File: config.mk
export PLATFORM = sky130hd
export DESIGN_NAME = ctrdrbg_ctrl
export DESIGN_NICKNAME = d
export VERILOG_FILES = /design/src/rtl/core/aes_counter_mode_byte_generator_top_assert.svh /design/src/rtl/core/ctrdrbg_pkg.sv /design/src/rtl/core/ctrdrbg_ctrl.sv
export SDC_FILE = /design/constraint.sdc
export NUM_CORES = 1
export LEC_CHECK = 0
export ABC_AREA = 1
export BUFFER_PORTS_ARGS = -buffer_cell sky130_fd_sc_hd__buf_4
export CAP_MARGIN = 5
export CORE_MARGIN = 3
export CORE_UTILIZATION = 47
export DETAILED_ROUTE_END_ITERATION = 10
export PLACE_DENSITY = 0.78
export SLEW_MARGIN = 10
export SYNTH_ARGS = -nofsm -noshare
export SYNTH_HDL_FRONTEND = slang
export SYNTH_SLANG_ARGS = --single-unit
File: constraint.sdc
create_clock -name clk -period 1.25 [get_ports clk]
set_input_delay 0.125 -clock clk [delete_from_list [all_inputs] [get_ports clk]]
set_output_delay 0.125 -clock clk [all_outputs]
set_load 0.02 [all_outputs]
File: src/rtl/core/aes_counter_mode_byte_generator_top_assert.svh
// Assertion macros for the counter-mode byte generator.
`ifndef AES_COUNTER_MODE_BYTE_GENERATOR_TOP_ASSERT_SVH
`define AES_COUNTER_MODE_BYTE_GENERATOR_TOP_ASSERT_SVH

// Implication checked on the cycle itself.
`define CTRDRBG_ASSERT_NOW(label, ante, cons, msg) \
  label: assert property (@(posedge clk) disable iff (!rst_n) (ante) |-> (cons)) \
    else $error(msg);

// Implication checked in the next cycle.
`define CTRDRBG_ASSERT_NEXT(label, ante, cons, msg) \
  label: assert property (@(posedge clk) disable iff (!rst_n) (ante) |=> (cons)) \
    else $error(msg);

`endif

File: src/rtl/core/ctrdrbg_pkg.sv
// Shared types, AES tables and round functions for the counter-mode byte generator.
package ctrdrbg_pkg;

  localparam int BLOCK_BYTES = 16;
  localparam int POS_W       = $clog2(BLOCK_BYTES) + 1;
  localparam int BLK_W       = BLOCK_BYTES * 8;
  localparam int LAST_ROUND  = 10;

  typedef enum logic [1:0] {
    OP_BYTE    = 2'd0,
    OP_WORD    = 2'd1,
    OP_RUN     = 2'd2,
    OP_RESTART = 2'd3
  } op_t;

  typedef enum logic {
    REG_SEED_LOW  = 1'b0,
    REG_SEED_HIGH = 1'b1
  } reg_idx_t;

  typedef struct packed {
    logic       load_key;
    logic       enc_start;
    logic       enc_round;
    logic [3:0] round_idx;
    logic       take;
    logic       clr_acc;
  } cmd_t;

  typedef struct packed {
    logic [POS_W-1:0] pos;
  } sts_t;

  localparam logic [7:0] SBOX [256] = '{
    8'h63,8'h7c,8'h77,8'h7b,8'hf2,8'h6b,8'h6f,8'hc5,8'h30,8'h01,8'h67,8'h2b,8'hfe,8'hd7,8'hab,8'h76,
    8'hca,8'h82,8'hc9,8'h7d,8'hfa,8'h59,8'h47,8'hf0,8'had,8'hd4,8'ha2,8'haf,8'h9c,8'ha4,8'h72,8'hc0,
    8'hb7,8'hfd,8'h93,8'h26,8'h36,8'h3f,8'hf7,8'hcc,8'h34,8'ha5,8'he5,8'hf1,8'h71,8'hd8,8'h31,8'h15,
    8'h04,8'hc7,8'h23,8'hc3,8'h18,8'h96,8'h05,8'h9a,8'h07,8'h12,8'h80,8'he2,8'heb,8'h27,8'hb2,8'h75,
    8'h09,8'h83,8'h2c,8'h1a,8'h1b,8'h6e,8'h5a,8'ha0,8'h52,8'h3b,8'hd6,8'hb3,8'h29,8'he3,8'h2f,8'h84,
    8'h53,8'hd1,8'h00,8'hed,8'h20,8'hfc,8'hb1,8'h5b,8'h6a,8'hcb,8'hbe,8'h39,8'h4a,8'h4c,8'h58,8'hcf,
    8'hd0,8'hef,8'haa,8'hfb,8'h43,8'h4d,8'h33,8'h85,8'h45,8'hf9,8'h02,8'h7f,8'h50,8'h3c,8'h9f,8'ha8,
    8'h51,8'ha3,8'h40,8'h8f,8'h92,8'h9d,8'h38,8'hf5,8'hbc,8'hb6,8'hda,8'h21,8'h10,8'hff,8'hf3,8'hd2,
    8'hcd,8'h0c,8'h13,8'hec,8'h5f,8'h97,8'h44,8'h17,8'hc4,8'ha7,8'h7e,8'h3d,8'h64,8'h5d,8'h19,8'h73,
    8'h60,8'h81,8'h4f,8'hdc,8'h22,8'h2a,8'h90,8'h88,8'h46,8'hee,8'hb8,8'h14,8'hde,8'h5e,8'h0b,8'hdb,
    8'he0,8'h32,8'h3a,8'h0a,8'h49,8'h06,8'h24,8'h5c,8'hc2,8'hd3,8'hac,8'h62,8'h91,8'h95,8'he4,8'h79,
    8'he7,8'hc8,8'h37,8'h6d,8'h8d,8'hd5,8'h4e,8'ha9,8'h6c,8'h56,8'hf4,8'hea,8'h65,8'h7a,8'hae,8'h08,
    8'hba,8'h78,8'h25,8'h2e,8'h1c,8'ha6,8'hb4,8'hc6,8'he8,8'hdd,8'h74,8'h1f,8'h4b,8'hbd,8'h8b,8'h8a,
    8'h70,8'h3e,8'hb5,8'h66,8'h48,8'h03,8'hf6,8'h0e,8'h61,8'h35,8'h57,8'hb9,8'h86,8'hc1,8'h1d,8'h9e,
    8'he1,8'hf8,8'h98,8'h11,8'h69,8'hd9,8'h8e,8'h94,8'h9b,8'h1e,8'h87,8'he9,8'hce,8'h55,8'h28,8'hdf,
    8'h8c,8'ha1,8'h89,8'h0d,8'hbf,8'he6,8'h42,8'h68,8'h41,8'h99,8'h2d,8'h0f,8'hb0,8'h54,8'hbb,8'h16
  };

  function automatic logic [7:0] rcon(input logic [3:0] idx);
    case (idx)
      4'd1:    return 8'h01;
      4'd2:    return 8'h02;
      4'd3:    return 8'h04;
      4'd4:    return 8'h08;
      4'd5:    return 8'h10;
      4'd6:    return 8'h20;
      4'd7:    return 8'h40;
      4'd8:    return 8'h80;
      4'd9:    return 8'h1b;
      4'd10:   return 8'h36;
      default: return 8'h00;
    endcase
  endfunction

  function automatic logic [7:0] xtime(input logic [7:0] x);
    return {x[6:0], 1'b0} ^ (x[7] ? 8'h1b : 8'h00);
  endfunction

  // next round key from the previous one; word c sits in bits [32c +: 32]
  function automatic logic [BLK_W-1:0] key_step(input logic [BLK_W-1:0] k,
                                                  input logic [7:0] rc);
    logic [31:0] t;
    logic [31:0] w0, w1, w2, w3;
    t  = {SBOX[k[103:96]], SBOX[k[127:120]], SBOX[k[119:112]],
          SBOX[k[111:104]] ^ rc};
    w0 = k[31:0] ^ t;
    w1 = k[63:32] ^ w0;
    w2 = k[95:64] ^ w1;
    w3 = k[127:96] ^ w2;
    return {w3, w2, w1, w0};
  endfunction

  // SubBytes, ShiftRows and, unless last, MixColumns; byte i at [8i +: 8]
  function automatic logic [BLK_W-1:0] aes_round(input logic [BLK_W-1:0] s,
                                                   input logic last);
    logic [BLK_W-1:0] t;
    logic [BLK_W-1:0] r;
    logic [BLK_W-1:0] m;
    logic [7:0] a0, a1, a2, a3, all;
    for (int i = 0; i < 16; i++) t[8*i +: 8] = SBOX[s[8*i +: 8]];
    for (int c = 0; c < 4; c++)
      for (int i = 0; i < 4; i++)
        r[8*(i+4*c) +: 8] = t[8*(i + 4*((c+i) % 4)) +: 8];
    for (int c = 0; c < 4; c++) begin
      a0  = r[8*(4*c)   +: 8];
      a1  = r[8*(4*c+1) +: 8];
      a2  = r[8*(4*c+2) +: 8];
      a3  = r[8*(4*c+3) +: 8];
      all = a0 ^ a1 ^ a2 ^ a3;
      m[8*(4*c)   +: 8] = a0 ^ all ^ xtime(a0 ^ a1);
      m[8*(4*c+1) +: 8] = a1 ^ all ^ xtime(a1 ^ a2);
      m[8*(4*c+2) +: 8] = a2 ^ all ^ xtime(a2 ^ a3);
      m[8*(4*c+3) +: 8] = a3 ^ all ^ xtime(a3 ^ a0);
    end
    return last ? r : m;
  endfunction

endpackage

File: src/rtl/core/ctrdrbg_ctrl.sv
// Controller: sequences key load, block encryption, byte takes and result handoff.
module ctrdrbg_ctrl import ctrdrbg_pkg::*; (
  input  logic       clk,
  input  logic       rst_n,
  input  logic       in_valid,
  output logic       in_stall,
  input  logic [1:0] in_op,
  input  logic [4:0] in_byte_count,
  output logic       out_valid,
  input  logic       out_stall,
  input  sts_t       sts,
  output cmd_t       cmd
);

  typedef enum logic [2:0] {
    S_IDLE, S_ENC_START, S_ENC, S_TAKE, S_DONE
  } state_t;

  state_t   state_r;
  op_t      op_r;
  logic [4:0] rem_r;
  logic [3:0] rnd_r;
  logic       accept;
  logic [4:0] cnt;
  logic       refill_first;
  logic       at_last;

  assign accept = (state_r == S_IDLE) && in_valid;
  assign at_last = sts.pos == POS_W'(BLOCK_BYTES - 1);

  always_comb begin
    case (op_t'(in_op))
      OP_BYTE: cnt = 5'd1;
      OP_WORD: cnt = 5'd4;
      OP_RUN:  cnt = (in_byte_count > 5'(BLOCK_BYTES)) ? 5'(BLOCK_BYTES) : in_byte_count;
      default: cnt = 5'd0;
    endcase
    case (op_t'(in_op))
      OP_WORD: refill_first = sts.pos > POS_W'(BLOCK_BYTES - 4);
      default: refill_first = sts.pos >= POS_W'(BLOCK_BYTES);
    endcase
  end

  always_comb begin
    cmd           = '0;
    cmd.round_idx = rnd_r;
    case (state_r)
      S_IDLE: begin
        cmd.clr_acc  = accept;
        cmd.load_key = accept && (op_t'(in_op) == OP_RESTART);
      end
      S_ENC_START: cmd.enc_start = 1'b1;
      S_ENC:       cmd.enc_round = 1'b1;
      S_TAKE:      cmd.take      = 1'b1;
      default:     cmd           = '0;
    endcase
  end

  always_ff @(posedge clk) begin
    if (!rst_n) begin
      state_r <= S_IDLE;
      op_r    <= OP_BYTE;
      rem_r   <= '0;
      rnd_r   <= 4'd1;
    end else begin
      case (state_r)
        S_IDLE: begin
          if (in_valid) begin
            op_r  <= op_t'(in_op);
            rem_r <= cnt;
            if (op_t'(in_op) == OP_RESTART) state_r <= S_ENC_START;
            else if (cnt == 5'd0)           state_r <= S_DONE;
            else if (refill_first)          state_r <= S_ENC_START;
            else                            state_r <= S_TAKE;
          end
        end
        S_ENC_START: begin
          rnd_r   <= 4'd1;
          state_r <= S_ENC;
        end
        S_ENC: begin
          rnd_r <= rnd_r + 4'd1;
          if (rnd_r == 4'(LAST_ROUND)) begin
            if (op_r == OP_RESTART) state_r <= S_IDLE;
            else if (rem_r == 5'd0) state_r <= S_DONE;
            else                    state_r <= S_TAKE;
          end
        end
        S_TAKE: begin
          rem_r <= rem_r - 5'd1;
          // a run refills right after the last buffer byte goes out
          if (op_r == OP_RUN && at_last) state_r <= S_ENC_START;
          else if (rem_r == 5'd1)        state_r <= S_DONE;
        end
        S_DONE: begin
          if (!out_stall) state_r <= S_IDLE;
        end
        default: state_r <= S_IDLE;
      endcase
    end
  end

  assign in_stall  = state_r != S_IDLE;
  assign out_valid = state_r == S_DONE;

endmodule

## After elaboration in Yosys (flattened, before gate mapping)

Cells that the tools add are included.

- Flip-flop bits (word level): 14
- Latch bits: 0
- Bits in writable memories: 0
- Bits in read-only memories: 0
- Input bits: 16
- Output and inout bits: 11
- Word-level logic and storage cells: 62
- Memories: 0

- $add $sub $neg: 2
- Multiply operators: 0
- Div/mod/pow operators: 0
- $lt $le $gt $ge: 3
- Equality and inequality tests: 16
- Shift operators: 0
- Muxes and demuxes: 23
- Bitwise operators: 0
- Reductions and logical operators: 14

Operators by type and width:

| kind | count |
|---|---|
| $mux 3 | 9 |
| $pmux 3 s5 | 1 |
| $pmux 5 s3 | 1 |
| $logic_not 5->1 | 2 |
| $mux 5 | 2 |
| $pmux 5 s2 | 1 |
| $eq 2x2->1 const B | 4 |
| $pmux 4 s2 | 1 |
| $eq 3x2->1 const B | 2 |
| $mux 1 | 6 |
| $ne 2x2->1 const B | 3 |
| $eq 5x1->1 const B | 1 |
| $eq 5x4->1 const B | 1 |
| $ge 5x5->1 const B | 1 |
| $gt 5x4->1 const B | 1 |
| $gt 5x5->1 const B | 1 |
| $sub 5x1->5 const B | 1 |
| $add 4x1->4 const B | 1 |
| $eq 4x4->1 const B | 1 |
| $mux 4 | 1 |
| $reduce_and 2->1 | 2 |
| $reduce_and 4->1 | 1 |
| $reduce_bool 2->1 | 2 |
| $reduce_or 4->1 | 1 |
| other kinds (9) | 11 |

## Logic depth before layout (Yosys ltp)

- Word-level depth: 8
- Depth in mapped cells: 10
- Depth with buffers taken out: 10

## Least setup slack after synthesis

OpenSTA, ideal clock, no wires.

- Path kind: register to register
- Start point: reg state_r[2]
- End point: reg rnd_r[3]
- Setup time: 0.122 ns
- Arrival time: 1.376 ns
- Required time: 1.128 ns
- Path slack: -0.248 ns
- Stages on the path, launching flop included: 8
- Period minus slack after synthesis: 1.498 ns
- Path through: dfxtp_1 -> buf_6 -> nor3_1 -> inv_1 -> nand2_1 -> inv_1 -> nand2_1 -> a21oi_1

- Longest elaborated chain between the ends: 2
- Elaborated cells on any way between the ends: 4
- Those cells by class: 2 x eq/ne; 1 x mux; 1 x reduce/logical

Ends and longest elaborated chain:

| item | RTL line | text |
|---|---|---|
| start, declared | ctrdrbg_ctrl.sv:19 | `state_t state_r;` |
| start signal, assigned | ctrdrbg_ctrl.sv:61 | `state_r <= S_IDLE;` |
| start signal, assigned | ctrdrbg_ctrl.sv:71 | `if (op_t'(in_op) == OP_RESTART) state_r <= S_ENC_START;` |
| start signal, assigned | ctrdrbg_ctrl.sv:72 | `else if (cnt == 5'd0) state_r <= S_DONE;` |
| $eq 3x2->1 / $eq 3x1->1 (equally long branches) | ctrdrbg_ctrl.sv:66 | `case (state_r)` |
| $pmux 4 s2 / $reduce_bool 2->1 (equally long branches) | -- |  |
| end signal, assigned | ctrdrbg_ctrl.sv:82 | `rnd_r <= rnd_r + 4'd1;` |
| end, declared | ctrdrbg_ctrl.sv:22 | `logic [3:0] rnd_r;` |

Parallel ways exist; a longest one is shown, timed or not.
A chain may end at the register's enable or synchronous reset.

==> key figures <==
Status
  – Status: complete, but fails checks
  – Violated checks: setup timing

Placement
  – Hpwl dp: 2300 um
  – GP Congestion: 0.919
  – Port Buffers: 26
  – DP Area: 1480 um^2

Synth
  – Cell variety after synth: 26
  – Syn_area_per_cell: 6.18 um^2
  – Synth Register Bits: 14
  – Register area share after synthesis: 0.267
  – Syn Nets: 191
  – Synth warn: 0
  – Post-Syn Area: 1050 um^2
  – Post-synthesis cell count: 170

Power and ir drop
  – Leakage: 0.929 nW
  – Total chip power: 0.00402 W
  – PwrDens: 2100 nW/um^2
  – Max VDD drop: 1.87 mV

Floorplanning
  – Core area: 2040 um^2
  – Initial Util: 0.514
  – Die Width: 53.3 um
  – Num rows: 16
  – Ports: 27
  – Die ar.: 2840 um^2
  – Die extent in y: 53.3 um

Clock tree
  – Clock buffer count from CTS: 3
  – CTS max path bufs: 2
  – Clock Latency Late Sink: 0.29 ns
  – Root buffer cell: clkbuf_4
  – Clk slew on worst S/H paths: 0.10 ns
  – H-tree lvl count: 1
  – CTS tree: yes
  – Clk sinks: 14

Layout
  – Final Instance Area: 1910 um^2
  – Multi-input gate area: 808 um^2
  – Reg area: 292 um^2
  – Most common cell after layout, fill and taps aside: buf_4
  – Diode count: 0
  – Most frequent cells in the layout: 45 x buf_4, 33 x nand2_1, 23 x buf_6
  – # nets final: 263
  – Share of layout cells above drive strength 1: 0.535
  – Area growth from synthesis to layout: 82.4%
  – Fill count: 68

Detailed routing
  – Initial DRC count: 111
  – Routed length per placed instance: 18.8 um
  – DRC Markers: 0
  – Routed Antenna Nets: 0
  – Via count: 1581
  – Via-to-Cell Ratio: 5.90
  – DRT Pass-1 Iters: 7
  – Total routed wirelength: 5030 um

Min path
  – Hold path startpoint: rst_n
  – Hold WC Path Type: in2reg

Worst setup path
  – R2r startpoint: state_r[2]
  – Critical Path Source Type: flip-flop
  – CP Buf/Inv Count: 2
  – Most used cell, CP: buf_6
  – CP required: 1.12 ns
  – Worst path slowest cell: dfxtp_4
  – Top Family by Delay on Critical Path: simple AND/OR/NAND/NOR gates
  – CP peak stage delay: 0.37 ns
  – CP Cell Sequence: buf_6, nor3_4, nand2_4, nor2_4, buf_6
  – Arrival @ worst endpoint: 1.46 ns
  – Critical-path maximum fanout: 4
  – Critical Path Start: state_r[2]
  – CP Class: reg2out
  – Critical path capture point type: output pin

Timing
  – Final Skew: 0.00505 ns
  – Final hold viol count: 0
  – Final max-slew violation count: 0
  – Slew HR: 0.752
  – Post-layout min period: 1.58 ns
  – Final worst slack: -0.332 ns
  – Fin Setup TNS: -4.84 ns
  – RSZ-0062 raised after global routing: true
  – Final setup violation count: 25
  – Crit share post-route: 1.27
  – Least-Margin Pin Slew: 0.368 ns
  – Achievable frequency: 632 MHz

Global routing
  – Global route total overflow: 0
  – Initial antenna violation count: 0
  – Global-route wire length before repair: 5460 um
  – Vias in the first global route: 1329
  – Total GRT Usage: 0.262
  – Largest net degree at the start of global routing: 11

Job
  – Max Cap Viol: 0
power breakdown:
part           switching, W  internal (W)
clock              0.000174      0.000178
sequential         0.000115      0.000575
combinational       0.00159       0.00139
total               0.00188       0.00214
metrics by stage:
step | instances | hold WS (ns) | setup slack [ns] | utilization
6_report | 268 | 0.111 | -0.332 | 0.938
5_1_grt | 268 | 0.101 | -0.378 | 0.938
4_1_cts | 260 | 0.0749 | -0.311 | 0.806
3_5_place_dp | 248 | 0.372 | -0.213 | 0.725
3_3_place_gp | 248 | 0.366 | -0.157 | 0.725
2_1_floorplan | 170 | 0.223 | -0.105 | -
synth_stat cells, drive strengths merged:
master / instances / area [um^2]
nand2: 43 / 164
inv: 31 / 116
nor2: 19 / 71.3
a21oi: 17 / 88.8
dfxtp: 14 / 280
nand3: 12 / 60.1
o21ai: 9 / 48.8
ha: 5 / 62.6
nor3: 4 / 42.5
nand4: 3 / 18.8
buf: 2 / 18.8
nand3b: 2 / 15.0
o211ai: 2 / 15.0
or2: 2 / 12.5
a31oi: 1 / 6.26
clkinv: 1 / 3.75
o221ai: 1 / 8.76
o31ai: 1 / 7.51
xor2: 1 / 8.76
metal layers:
metal,track usage,vias to the layer above,part of all wire
met5,0,-,0
li1,-,688,-
met2,0.449,149,0.48
met4,0.119,0,0.068
met1,0.310,703,0.35
met3,0.0507,41,0.099
final timing paths:
path,end,slack [ns],cells past startpoint
worst min-delay path,rem_r[1],0.11,3
worst max-delay path,cmd[8],-0.33,5
worst max register to register,state_r[1],-0.28,10
worst min register to register,rnd_r[2],0.51,1
flip-flops by register name, indices dropped and copies added, names as in the netlist:
name	cells
rem_r	5
rnd_r	4
state_r	3
op_r	2
worst min-delay path, cell delays in order:
cell and delay (ns):
buf_4 0.13, nand2_1 0.06, inv_1 0.06
timing repair:
item	in CTS	in global routing
hold endpoints to repair	0	0
pin swaps	9	30
resized for setup	22	63
setup buffers	9	11
hold buffers	0	0
setup endpoints to repair	20	24
cell families (layout without fill, tap and decap cells):
group                    Yosys count  after routing  share of synthesized area
buffers and inverters             34            105                      0.132
XOR/XNOR                           1              1                    0.00834
AO/OA/AOI/OAI                     31             31                      0.167
AND/OR/NAND/NOR                   85             85                      0.366
flip-flops                        14             14                      0.267
adder cells (fa/ha/maj)            5              5                     0.0596
cell type report:
type                       count  area share
multi-input combinational    122       0.422
tap                           27      0.0176
inverter                      32      0.0667
timing repair buffer          69       0.322
sequential                    14       0.152
clock buffer                   4      0.0190
Note: power is estimated with default switching activity, not from simulation.
